===== config.mk =====
export PLATFORM = sky130hd
export DESIGN_NAME = quadrature_knob_counter_display_core_flat
export DESIGN_NICKNAME = d
export VERILOG_FILES = /design/src/hdl/qkcd_pkg.sv /design/src/hdl/qkcd_if.sv /design/src/hdl/qkcd_knob.sv /design/src/hdl/qkcd_digits.sv /design/src/hdl/quadrature_knob_counter_display_core.sv /design/src/flat_wrapper.sv
export SDC_FILE = /design/constraint.sdc
export NUM_CORES = 1
export LEC_CHECK = 0
export BUFFER_PORTS_ARGS = -buffer_cell sky130_fd_sc_hd__clkbuf_2
export CAP_MARGIN = 30
export CORE_ASPECT_RATIO = 0.75
export CORE_MARGIN = 2
export CORE_UTILIZATION = 38
export CTS_CLUSTER_SIZE = 14
export DETAILED_ROUTE_END_ITERATION = 16
export PLACE_DENSITY = 0.51
export SLEW_MARGIN = 20
export SYNTH_ARGS = -nofsm -noshare
export SYNTH_HDL_FRONTEND = slang
export SYNTH_HIERARCHICAL = 1
export SYNTH_SLANG_ARGS = --single-unit

===== constraint.sdc =====
create_clock -name clk_i -period 9.55 [get_ports clk_i]
set_input_delay 0.4775 -clock clk_i [delete_from_list [all_inputs] [get_ports clk_i]]
set_output_delay 0.4775 -clock clk_i [all_outputs]
set_load 0.02 [all_outputs]

===== src/hdl/qkcd_pkg.sv =====
// Package for the quadrature knob counter and display core.
// Holds the shared widths, codes, tables and transaction structs; no dependencies.
package qkcd_pkg;

  localparam int unsigned ENC_W   = 4;   // two phase pairs
  localparam int unsigned BTN_W   = 3;   // raw button levels on the port
  localparam int unsigned COUNT_W = 10;  // displayed count width
  localparam int unsigned SEG_W   = 8;
  localparam int unsigned STEP_W  = 3;
  localparam int unsigned SCAN_W  = 3;
  localparam int unsigned DET_W   = 8;

  // Debounce: the history is 12 bits per button, newest sample in bit 0.
  // A press is "released once, then eleven lows" in history plus a low sample now.
  localparam int unsigned         HIST_W        = 12;
  localparam logic [HIST_W-1:0]   PRESS_PATTERN = 12'h800;

  // Detent window: 2..9 counts up, above 0xF0 counts down.
  localparam logic [DET_W-1:0] DET_INC_LO  = 8'd2;
  localparam logic [DET_W-1:0] DET_INC_HI  = 8'd9;
  localparam logic [DET_W-1:0] DET_DEC_MIN = 8'hF0;
  localparam logic [1:0]       PHASE_REST  = 2'b11;

  // Reciprocals for constant division of values below 10000.
  localparam int unsigned RECIP_W       = 14;
  localparam int unsigned RECIP_10      = 6554;
  localparam int unsigned RECIP_10_SH   = 16;
  localparam int unsigned RECIP_100     = 5243;
  localparam int unsigned RECIP_100_SH  = 19;
  localparam int unsigned RECIP_1000    = 8389;
  localparam int unsigned RECIP_1000_SH = 23;

  localparam logic [SEG_W-1:0] SEG_BLANK = 8'hFF;

  // Step codes
  localparam logic [STEP_W-1:0] STEP_NONE = 3'd1;
  localparam logic [STEP_W-1:0] STEP_A    = 3'd2;
  localparam logic [STEP_W-1:0] STEP_B    = 3'd4;
  localparam logic [STEP_W-1:0] STEP_AB   = 3'd0;

  typedef enum logic [1:0] {
    DIR_HOLD = 2'd0,
    DIR_UP   = 2'd1,
    DIR_DOWN = 2'd2
  } dir_e;

  localparam dir_e DIR_TABLE [16] = '{
    DIR_HOLD, DIR_UP,   DIR_DOWN, DIR_HOLD,
    DIR_DOWN, DIR_HOLD, DIR_HOLD, DIR_UP,
    DIR_UP,   DIR_HOLD, DIR_HOLD, DIR_DOWN,
    DIR_HOLD, DIR_DOWN, DIR_UP,   DIR_HOLD
  };

  typedef enum logic [SCAN_W-1:0] {
    SCAN_ONES      = 3'd0,
    SCAN_TENS      = 3'd1,
    SCAN_COLON     = 3'd2,
    SCAN_HUNDREDS  = 3'd3,
    SCAN_THOUSANDS = 3'd4
  } scan_pos_e;

  // Detent decision of one knob for the current transaction.
  typedef struct packed {
    logic inc;
    logic dec;
  } knob_step_t;

  typedef struct packed {
    logic [SEG_W-1:0] ones;
    logic [SEG_W-1:0] tens;
    logic [SEG_W-1:0] hundreds;
    logic [SEG_W-1:0] thousands;
    logic [SEG_W-1:0] scan;
  } disp_t;

  // Active-low segment code; digits above nine give all zeros.
  function automatic logic [SEG_W-1:0] seg_code(input logic [3:0] digit);
    logic [SEG_W-1:0] code;
    case (digit)
      4'd0:    code = 8'hC0;
      4'd1:    code = 8'hF9;
      4'd2:    code = 8'hA4;
      4'd3:    code = 8'hB0;
      4'd4:    code = 8'h99;
      4'd5:    code = 8'h92;
      4'd6:    code = 8'h82;
      4'd7:    code = 8'hF8;
      4'd8:    code = 8'h80;
      4'd9:    code = 8'h90;
      default: code = 8'h00;
    endcase
    return code;
  endfunction

endpackage


===== src/hdl/qkcd_if.sv =====
// Valid/ready channel interfaces for the knob counter core.
// Depends on qkcd_pkg for payload widths.
interface qkcd_in_if import qkcd_pkg::*; ();
  logic             valid;
  logic             ready;
  logic [ENC_W-1:0] encoder_bits;
  logic [BTN_W-1:0] buttons_raw;

  modport source (output valid, output encoder_bits, output buttons_raw, input ready);
  modport sink   (input valid, input encoder_bits, input buttons_raw, output ready);
endinterface

interface qkcd_out_if import qkcd_pkg::*; ();
  logic               valid;
  logic               ready;
  logic [COUNT_W-1:0] count_value;
  logic [SEG_W-1:0]   ones_code;
  logic [SEG_W-1:0]   tens_code;
  logic [SEG_W-1:0]   hundreds_code;
  logic [SEG_W-1:0]   thousands_code;
  logic [SCAN_W-1:0]  scan_position;
  logic [SEG_W-1:0]   scan_code;
  logic               mode_a_flag;
  logic               mode_b_flag;
  logic [STEP_W-1:0]  step_size;

  modport source (
    output valid, output count_value, output ones_code, output tens_code,
    output hundreds_code, output thousands_code, output scan_position,
    output scan_code, output mode_a_flag, output mode_b_flag, output step_size,
    input ready
  );
  modport sink (
    input valid, input count_value, input ones_code, input tens_code,
    input hundreds_code, input thousands_code, input scan_position,
    input scan_code, input mode_a_flag, input mode_b_flag, input step_size,
    output ready
  );
endinterface


===== src/hdl/qkcd_knob.sv =====
// One quadrature knob: phase transition decode and detent counter.
// Depends on qkcd_pkg for the direction table and detent window.
module qkcd_knob import qkcd_pkg::*; (
  input  logic       clk_i,
  input  logic       rst_ni,
  input  logic       en_i,
  input  logic [1:0] phase_i,
  output knob_step_t step_o
);

  logic [1:0]       prev_q;
  logic [DET_W-1:0] cnt_q, cnt_d, cnt_new;
  dir_e             dir;

  always_comb begin
    dir    = DIR_TABLE[{prev_q, phase_i}];
    step_o = '0;
    case (dir)
      DIR_UP:   cnt_new = cnt_q + 1'b1;
      DIR_DOWN: cnt_new = cnt_q - 1'b1;
      default:  cnt_new = cnt_q;
    endcase
    cnt_d = cnt_new;
    if (phase_i == PHASE_REST) begin
      if (cnt_new inside {[DET_INC_LO:DET_INC_HI]}) begin
        step_o.inc = 1'b1;
      end else if (cnt_new > DET_DEC_MIN) begin
        step_o.dec = 1'b1;
      end
      cnt_d = '0;
    end
  end

  always_ff @(posedge clk_i or negedge rst_ni) begin
    if (!rst_ni) begin
      prev_q <= '0;
      cnt_q  <= '0;
    end else if (en_i) begin
      prev_q <= phase_i;
      cnt_q  <= cnt_d;
    end
  end

endmodule


===== src/hdl/qkcd_digits.sv =====
// BCD split and seven-segment encode of the counter, plus scan selection.
// Depends on qkcd_pkg; divides by 10, 100 and 1000 through reciprocal products.
module qkcd_digits import qkcd_pkg::*; #(
  parameter int unsigned VAL_W = 11
) (
  input  logic [VAL_W-1:0] value_i,
  input  scan_pos_e        pos_i,
  output disp_t            disp_o
);

  localparam int unsigned PW = VAL_W + RECIP_W;

  logic [PW-1:0]    val_w, prod10, prod100, prod1000;
  logic [PW-1:0]    sh10, sh100, sh1000;
  logic [VAL_W-1:0] q10, q100, q1000;
  logic [VAL_W-1:0] r1, r10, r100;

  always_comb begin
    val_w    = PW'(value_i);
    prod10   = val_w * PW'(RECIP_10);
    prod100  = val_w * PW'(RECIP_100);
    prod1000 = val_w * PW'(RECIP_1000);
    sh10     = prod10 >> RECIP_10_SH;
    sh100    = prod100 >> RECIP_100_SH;
    sh1000   = prod1000 >> RECIP_1000_SH;
    q10      = sh10[VAL_W-1:0];
    q100     = sh100[VAL_W-1:0];
    q1000    = sh1000[VAL_W-1:0];
    // remainder digit = quotient - 10 * next quotient
    r1       = value_i - (q10 << 3) - (q10 << 1);
    r10      = q10 - (q100 << 3) - (q100 << 1);
    r100     = q100 - (q1000 << 3) - (q1000 << 1);

    disp_o.ones      = seg_code(r1[3:0]);
    disp_o.tens      = (val_w < PW'(10))   ? SEG_BLANK : seg_code(r10[3:0]);
    disp_o.hundreds  = (val_w < PW'(100))  ? SEG_BLANK : seg_code(r100[3:0]);
    disp_o.thousands = (val_w < PW'(1000)) ? SEG_BLANK :
                       ((q1000 > VAL_W'(9)) ? 8'h00 : seg_code(q1000[3:0]));

    case (pos_i)
      SCAN_ONES:      disp_o.scan = disp_o.ones;
      SCAN_TENS:      disp_o.scan = disp_o.tens;
      SCAN_HUNDREDS:  disp_o.scan = disp_o.hundreds;
      SCAN_THOUSANDS: disp_o.scan = disp_o.thousands;
      default:        disp_o.scan = SEG_BLANK;
    endcase
  end

endmodule


===== src/hdl/quadrature_knob_counter_display_core.sv =====
// Top level of the two-knob quadrature counter with seven-segment display.
// Depends on qkcd_pkg, qkcd_if, qkcd_knob and qkcd_digits.

// The core takes transactions (encoder phases and raw button levels) and
// returns exactly one result transaction for each. Sustained rate is one
// transaction per cycle while out_o.ready stays high. The accepting edge
// updates the knob decoders, the wrapped counter, the debounce histories, the
// mode bits and the scan index; when that stage moves on, the output register
// loads the BCD segment codes, the scanned digit and the flags. The counter
// loop (add both knob steps, wrap) closes through counter_q alone, which is
// what fixes the one-per-cycle rate. in_i.ready stays high while the output
// register holds an untaken result, as long as the middle stage is empty;
// once both stages hold a transaction, in_i.ready follows out_o.ready.
// Knob steps use the step size as it stood before the same transaction's
// buttons. All other block state is in flip-flops cleared by rst_ni; no clearing
// pass. The output data register is not reset and only counts when valid.
module quadrature_knob_counter_display_core import qkcd_pkg::*; #(
  parameter int unsigned VALUE_MAX    = 1023,
  parameter int unsigned BUTTON_TOTAL = 3
) (
  input  logic clk_i,
  input  logic rst_ni,
  qkcd_in_if.sink    in_i,
  qkcd_out_if.source out_o
);

  // Counter holds 0..VALUE_MAX, the raw sum reaches VALUE_MAX + 8.
  localparam int unsigned CNT_W = $clog2(VALUE_MAX + 9);
  localparam int unsigned SUM_W = CNT_W + 2;
  localparam int unsigned EXT_W = (CNT_W > COUNT_W) ? CNT_W : COUNT_W;
  localparam logic signed [SUM_W-1:0] VMAX_S = SUM_W'(VALUE_MAX);

  // ---------------------------------------------------------------------
  // Handshake: stage 1 is the state registers, stage 2 the output register
  // ---------------------------------------------------------------------
  logic in_acc, s1_move;
  logic s1_valid_q, out_valid_q;

  assign s1_move    = s1_valid_q && (!out_valid_q || out_o.ready);
  assign in_i.ready = !s1_valid_q || s1_move;
  assign in_acc     = in_i.valid && in_i.ready;

  always_ff @(posedge clk_i or negedge rst_ni) begin
    if (!rst_ni) begin
      s1_valid_q  <= 1'b0;
      out_valid_q <= 1'b0;
    end else begin
      if (in_acc) begin
        s1_valid_q <= 1'b1;
      end else if (s1_move) begin
        s1_valid_q <= 1'b0;
      end
      if (s1_move) begin
        out_valid_q <= 1'b1;
      end else if (out_o.ready) begin
        out_valid_q <= 1'b0;
      end
    end
  end

  // ---------------------------------------------------------------------
  // Knobs: bits 3:2 left, bits 1:0 right
  // ---------------------------------------------------------------------
  knob_step_t left_step, right_step;

  qkcd_knob u_knob_left (
    .clk_i   (clk_i),
    .rst_ni  (rst_ni),
    .en_i    (in_acc),
    .phase_i (in_i.encoder_bits[3:2]),
    .step_o  (left_step)
  );

  qkcd_knob u_knob_right (
    .clk_i   (clk_i),
    .rst_ni  (rst_ni),
    .en_i    (in_acc),
    .phase_i (in_i.encoder_bits[1:0]),
    .step_o  (right_step)
  );

  // ---------------------------------------------------------------------
  // Counter update and wrap
  // ---------------------------------------------------------------------
  logic [CNT_W-1:0]        counter_q, counter_d;
  logic [STEP_W-1:0]       step_q, step_d;
  logic signed [SUM_W-1:0] step_s, d_left, d_right, total;

  always_comb begin
    step_s  = $signed({{(SUM_W-STEP_W){1'b0}}, step_q});
    d_left  = left_step.inc  ? step_s : (left_step.dec  ? -step_s : '0);
    d_right = right_step.inc ? step_s : (right_step.dec ? -step_s : '0);
    total   = $signed({2'b00, counter_q}) + d_left + d_right;
    if (total < 0) begin
      // underflow lands at VALUE_MAX - step + 1
      counter_d = (step_q != '0) ? CNT_W'(VALUE_MAX) - CNT_W'(step_q) + 1'b1
                                 : CNT_W'(VALUE_MAX);
    end else if (total > VMAX_S) begin
      counter_d = CNT_W'(total - VMAX_S);
    end else begin
      counter_d = CNT_W'(total);
    end
  end

  // ---------------------------------------------------------------------
  // Scan index: position used by this transaction, index points one past
  // ---------------------------------------------------------------------
  logic [SCAN_W-1:0] scan_idx_q, scan_pos_in, scan_pos_s1;

  assign scan_pos_in = (scan_idx_q > SCAN_THOUSANDS) ? SCAN_ONES : scan_idx_q;
  assign scan_pos_s1 = scan_idx_q - 1'b1;

  // ---------------------------------------------------------------------
  // Button debounce, mode toggles and step choice
  // ---------------------------------------------------------------------
  logic [HIST_W-1:0]             hist_q [BUTTON_TOTAL];
  logic [BUTTON_TOTAL+BTN_W-1:0] lvl_pad;
  logic [BUTTON_TOTAL-1:0]       press;
  logic                          mode_a_q, mode_b_q, mode_a_d, mode_b_d;

  // buttons beyond the port read as released
  assign lvl_pad = {{BUTTON_TOTAL{1'b1}}, in_i.buttons_raw};

  always_comb begin
    for (int n = 0; n < BUTTON_TOTAL; n++) begin
      press[n] = (hist_q[n] == PRESS_PATTERN) && !lvl_pad[n];
    end
    mode_a_d = mode_a_q ^ press[0];
    mode_b_d = mode_b_q ^ press[1];
    step_d   = step_q;
    if (|press) begin
      if (mode_a_d && mode_b_d) begin
        step_d = STEP_AB;
      end else if (mode_a_d) begin
        step_d = STEP_A;
      end else if (mode_b_d) begin
        step_d = STEP_B;
      end else begin
        step_d = STEP_NONE;
      end
    end
  end

  always_ff @(posedge clk_i or negedge rst_ni) begin
    if (!rst_ni) begin
      counter_q  <= '0;
      step_q     <= STEP_NONE;
      mode_a_q   <= 1'b0;
      mode_b_q   <= 1'b0;
      scan_idx_q <= '0;
      for (int n = 0; n < BUTTON_TOTAL; n++) begin
        hist_q[n] <= '0;
      end
    end else if (in_acc) begin
      counter_q  <= counter_d;
      step_q     <= step_d;
      mode_a_q   <= mode_a_d;
      mode_b_q   <= mode_b_d;
      scan_idx_q <= scan_pos_in + 1'b1;
      for (int n = 0; n < BUTTON_TOTAL; n++) begin
        hist_q[n] <= {hist_q[n][HIST_W-2:0], lvl_pad[n]};
      end
    end
  end

  // ---------------------------------------------------------------------
  // Display decode into the output register
  // ---------------------------------------------------------------------
  disp_t            disp;
  disp_t            disp_q;
  logic [EXT_W-1:0] count_ext;
  logic [COUNT_W-1:0] count_q;
  logic [SCAN_W-1:0]  pos_q;
  logic               mode_a_o_q, mode_b_o_q;
  logic [STEP_W-1:0]  step_o_q;

  qkcd_digits #(
    .VAL_W (CNT_W)
  ) u_digits (
    .value_i (counter_q),
    .pos_i   (scan_pos_e'(scan_pos_s1)),
    .disp_o  (disp)
  );

  assign count_ext = EXT_W'(counter_q);

  always_ff @(posedge clk_i) begin
    if (s1_move) begin
      disp_q     <= disp;
      count_q    <= count_ext[COUNT_W-1:0];
      pos_q      <= scan_pos_s1;
      mode_a_o_q <= mode_a_q;
      mode_b_o_q <= mode_b_q;
      step_o_q   <= step_q;
    end
  end

  assign out_o.valid          = out_valid_q;
  assign out_o.count_value    = count_q;
  assign out_o.ones_code      = disp_q.ones;
  assign out_o.tens_code      = disp_q.tens;
  assign out_o.hundreds_code  = disp_q.hundreds;
  assign out_o.thousands_code = disp_q.thousands;
  assign out_o.scan_position  = pos_q;
  assign out_o.scan_code      = disp_q.scan;
  assign out_o.mode_a_flag    = mode_a_o_q;
  assign out_o.mode_b_flag    = mode_b_o_q;
  assign out_o.step_size      = step_o_q;

  // ---------------------------------------------------------------------
  // Assertions
  // ---------------------------------------------------------------------
  a_counter_range: assert property (@(posedge clk_i) disable iff (!rst_ni)
    counter_q <= CNT_W'(VALUE_MAX))
    else $error("counter left its wrap range");

  a_step_code: assert property (@(posedge clk_i) disable iff (!rst_ni)
    $onehot0(step_q))
    else $error("step size is not 0, 1, 2 or 4");

  a_scan_pending: assert property (@(posedge clk_i) disable iff (!rst_ni)
    s1_valid_q |-> (scan_idx_q != '0 && scan_idx_q <= 3'd5))
    else $error("scan index out of step with pending transaction");

  a_move_fills_out: assert property (@(posedge clk_i) disable iff (!rst_ni)
    s1_move |=> out_valid_q)
    else $error("result lost moving into output register");

endmodule

===== src/flat_wrapper.sv =====
// flat-port wrapper written by rule: the top's interface ports become plain ports
module quadrature_knob_counter_display_core_flat import qkcd_pkg::*;
#(
  parameter int unsigned VALUE_MAX    = 1023,
  parameter int unsigned BUTTON_TOTAL = 3
)
  (clk_i, rst_ni, in_i_valid, in_i_encoder_bits, in_i_buttons_raw, in_i_ready, out_o_valid, out_o_count_value, out_o_ones_code, out_o_tens_code, out_o_hundreds_code, out_o_thousands_code, out_o_scan_position, out_o_scan_code, out_o_mode_a_flag, out_o_mode_b_flag, out_o_step_size, out_o_ready);
  qkcd_in_if in_i_i ();
  qkcd_out_if out_o_i ();
  input  logic clk_i;
  input  logic rst_ni;
  input wire logic [$bits(in_i_i.valid)-1:0] in_i_valid;
  input wire logic [$bits(in_i_i.encoder_bits)-1:0] in_i_encoder_bits;
  input wire logic [$bits(in_i_i.buttons_raw)-1:0] in_i_buttons_raw;
  output wire logic [$bits(in_i_i.ready)-1:0] in_i_ready;
  output wire logic [$bits(out_o_i.valid)-1:0] out_o_valid;
  output wire logic [$bits(out_o_i.count_value)-1:0] out_o_count_value;
  output wire logic [$bits(out_o_i.ones_code)-1:0] out_o_ones_code;
  output wire logic [$bits(out_o_i.tens_code)-1:0] out_o_tens_code;
  output wire logic [$bits(out_o_i.hundreds_code)-1:0] out_o_hundreds_code;
  output wire logic [$bits(out_o_i.thousands_code)-1:0] out_o_thousands_code;
  output wire logic [$bits(out_o_i.scan_position)-1:0] out_o_scan_position;
  output wire logic [$bits(out_o_i.scan_code)-1:0] out_o_scan_code;
  output wire logic [$bits(out_o_i.mode_a_flag)-1:0] out_o_mode_a_flag;
  output wire logic [$bits(out_o_i.mode_b_flag)-1:0] out_o_mode_b_flag;
  output wire logic [$bits(out_o_i.step_size)-1:0] out_o_step_size;
  input wire logic [$bits(out_o_i.ready)-1:0] out_o_ready;
  assign in_i_i.valid = in_i_valid;
  assign in_i_i.encoder_bits = in_i_encoder_bits;
  assign in_i_i.buttons_raw = in_i_buttons_raw;
  assign in_i_ready = in_i_i.ready;
  assign out_o_valid = out_o_i.valid;
  assign out_o_count_value = out_o_i.count_value;
  assign out_o_ones_code = out_o_i.ones_code;
  assign out_o_tens_code = out_o_i.tens_code;
  assign out_o_hundreds_code = out_o_i.hundreds_code;
  assign out_o_thousands_code = out_o_i.thousands_code;
  assign out_o_scan_position = out_o_i.scan_position;
  assign out_o_scan_code = out_o_i.scan_code;
  assign out_o_mode_a_flag = out_o_i.mode_a_flag;
  assign out_o_mode_b_flag = out_o_i.mode_b_flag;
  assign out_o_step_size = out_o_i.step_size;
  assign out_o_i.ready = out_o_ready;
  quadrature_knob_counter_display_core #(.VALUE_MAX(VALUE_MAX), .BUTTON_TOTAL(BUTTON_TOTAL)) u_core (.clk_i(clk_i), .rst_ni(rst_ni), .in_i(in_i_i), .out_o(out_o_i));
endmodule

==> summary.md <==
| Metric | Value |
|---|---|
| Status | finished clean |
| Worst-skew pair later-pin latency | 0.44 ns |
| CTS Buf Count | 17 |
| Avg Vias per Cell | 5.349 |
| Vias in the first global route | around 11000 |
| Count of state elements after synthesis | approximately 140 |
| Clock-pin slew on the worst setup and hold paths | around 0.060 ns |
| CTS H-Tree Depth | 4 |
| Initial antenna violation count | 0 |
| Critical Path Sink Type | register |
| Worst Hold Slack | 0.2587 ns |
| Initial drt markers | ~860 |
| R2R depth | 26 |
| CTS sink count | 135 |
| Final Critical Period | 8.289 ns |
| Vias post-DR | 11330 |
| Avg Cell Area, Syn | 9.530 µm² |
| Post-route antenna net violation count | 0 |
| Die extent in x | roughly 230 µm |
| Initial Utilization | 0.3845 |
| Max_cap viols | 0 |
| Syn Nets | 1871 |
| Io pins | 71 |
| RD Place Congestion | 0.8752 |
| R2r setup slk | 1.26 ns |
| Tcrit/Tclk final | 0.8679 |
| Largest net degree at the start of global routing | about 70 |
| Synth-to-layout area growth | 9.342% |
| Ratio of cells with drive above 1 in the final layout | 0.1157 |
| Total area of sequential cells | around 0.0037 mm² |
| Hold path cells | 2 |
| Detail Placement HPWL | about 31000 µm |
| Antenna diodes | 0 |
| Hold Crit Class | in2reg |
| Die area | 0.04030 mm² |
| Unrepaired setup endpoints after global routing | false |
| Multi-input logic area | 0.01002 mm² |
| Final #Nets | 1922 |
| Ys async rst share | 0.5704 |
| Synth Warn # | 6 |
| Routed Wire Length | 38570 µm |
| # DRC | 0 |
| Rows | 62 |
| All-Layer GR Usage | 0.1973 |
| Clock skew | 0.01173 ns |
| Ys flop type | dfrtp_1 |
| Commonest cells post-synth | ha_1, inv_1, nand2_1, fa_1, dfrtp_1 |
| Post-CTS Setup Bufs | 0 |
| Worst Path Max Fanout | 12 |
| First-pass GRT wire length | about 62000 µm |
| Die Height | 174.4 µm |
| Startpoint types | register |
| Cell count after synthesis | 1543 |
| Kind of critical path | reg2reg |
| Setup TNS | 0 ns |
| Max-slew violations | 0 |
| CP Data Required Time | roughly 9.7 ns |
| Maximum root-to-sink buffer count | 2 |
| Final setup viols | 0 |
| Total congestion overflow after global routing | 0 |
| Pre-Repair DR Iteration Count | 5 |
| Top post-synthesis cells by area | ha_1, dfrtp_1, fa_1, edfxtp_1, inv_1 |
| Netlist Area Pre-Place | 0.01471 mm² |
| CTS tree | done |
| Cell taking the most area after synthesis | ha_1 |
| Root buffer cell | clkbuf_16 |
| Register area share after synthesis | 0.2496 |
| Relative slew slack | 0.3616 |
| Share of the synthesized area in the top cell type | 0.1957 |
| Filler Cells Inserted | 3749 |
| Distinct cell type count after synthesis | 109 |
| Final hold viol count | 0 |
| EDFF count, synth | 58 |
| Placeable Area | 0.03824 mm² |
| Cell with the most instances after synthesis | ha_1 |
| Wirelength per Cell | 18.20 µm |
| Fmax achieved | 0.1206 GHz |
| Port bufs | 70 |
| Worst-margin pin slew | 0.9560 ns |
| Critical path data arrival time | 8.48 ns |
==> cell families (layout without fill, tap and decap cells) <==
family	after synthesis	after routing	synth area share
DFF	135	135	0.2496
muxes	20	20	0.01421
other	1	1	0.0002550
AOI/OAI and AO/OA	308	308	0.1529
xor gates and xnor gates	70	70	0.04373
buffers and inverters	239	303	0.06909
and+or+nand+nor	453	453	0.1561
adders and majority gates	317	317	0.3141
==> cells in the final DEF, fill, tap and decap left out, types with 8 or more instances in the layout <==
cell and n:
and3_1 9, nor4_1 11, o21ai_0 48, a21oi_1 60
nor3_1 27, a22o_1 8, clkbuf_16 18, clkbuf_2 69
dfrtp_1 76, a21o_1 23, xor2_1 26, a211oi_1 11
buf_4 11, a31oi_1 11, o21a_1 9, nand2b_1 16
nand3_1 26, o31ai_1 19, ha_1 230, edfxtp_1 58
nand4_1 22, fa_1 87, nor2_1 64, mux2i_1 13
o21ai_1 13, nor2b_1 14, and2_1 12, inv_1 188
xnor2_1 40, nand2_1 187
==> worst paths after layout <==
path                                                             to                             start
max in group asynchronous              u_core/step_q[0]$_DFFE_PN1P_                            rst_ni
min in group asynchronous             u_core/hist_q[21]$_DFFE_PN0P_                            rst_ni
worst min register to register        u_core/hist_q[23]$_DFFE_PN0P_     u_core/hist_q[23]$_DFFE_PN0P_
worst max register to register  u_core/out_o.scan_code[4]$_DFFE_PP_  u_core/count_ext[10]$_DFFE_PN0P_
worst max-delay path            u_core/out_o.scan_code[4]$_DFFE_PP_  u_core/count_ext[10]$_DFFE_PN0P_
worst min-delay path                  u_core/s1_valid_q$_DFFE_PN0P_                        in_i_valid
==> worst max-delay path, stage by stage, from the launching register on <==
cell and delay, ns:
dfrtp_1 0.71, inv_1 0.31, ha_1 0.46, xor2_1 0.32
ha_1 0.34, fa_1 0.52, inv_1 0.06, fa_1 0.50
fa_1 0.54, inv_1 0.04, ha_1 0.30, nand4_1 0.12
nor4_1 0.07, a211oi_2 0.50, mux2i_1 0.29, nand2_1 0.09
ha_1 0.37, nor3b_1 0.34, nor3_1 0.11, o211a_1 0.22
a21oi_1 0.13, nand3_1 0.12, xnor2_1 0.70, mux2_2 0.31
a31oi_1 0.09, or3_1 0.35, o211a_1 0.14
==> cell type report <==
| type | count | area share |
|---|---|---|
| multi-input cells | 1169 | 0.6234 |
| well taps | 512 | 0.03984 |
| repair buffers | 82 | 0.02895 |
| clock inverters | 12 | 0.006381 |
| inverters | 189 | 0.04412 |
| clock buffers | 20 | 0.02910 |
| flip-flops and latches | 135 | 0.2282 |
==> repair_timing <==
item	in CTS	in global routing
gates resized for setup	0	0
endpoints found under the hold margin	34	0
hold buffers	1	0
==> stage by stage <==
step	area [µm²]	setup slack, ns	utilization	std cells
6_report	16080	1.261	0.4204	2119
5_1_grt	16080	0.6464	0.4204	2119
4_1_cts	16080	1.293	0.4204	2119
3_5_place_dp	15500	1.301	0.4053	2086
3_3_place_gp	15470	1.437	0.4045	2085
2_1_floorplan	14710	2.360	-	1543
==> sequential cells by signal, summed over array words and instances, names as in the netlist, 2 cells and up <==
| name | flops |
|---|---|
| u_core/step_q | 3 |
| u_core/out_o.tens_code | 8 |
| u_core/out_o.ones_code | 8 |
| u_core/u_knob_right/prev_q | 2 |
| u_core/out_o.scan_code | 8 |
| u_core/hist_q | 36 |
| u_core/out_o.count_value | 10 |
| u_core/out_o.hundreds_code | 8 |
| u_core/u_knob_right/cnt_q | 8 |
| u_core/scan_idx_q | 3 |
| u_core/u_knob_left/prev_q | 2 |
| u_core/out_o.scan_position | 3 |
| u_core/count_ext | 11 |
| u_core/out_o.step_size | 3 |
| u_core/u_knob_left/cnt_q | 8 |
| u_core/out_o.thousands_code | 8 |
==> metal layers <==
layer	up-vias	global-route usage	share of wire
met2	292	0.2674	0.40
met3	29	0.04364	0.069
met1	5491	0.3128	0.52
met4	0	0.04274	0.010
met5	-	0	0
li1	5522	-	-
Power is not shown: default switching activity piles up to over one toggle a cycle in this logic, so the estimate is an artifact.
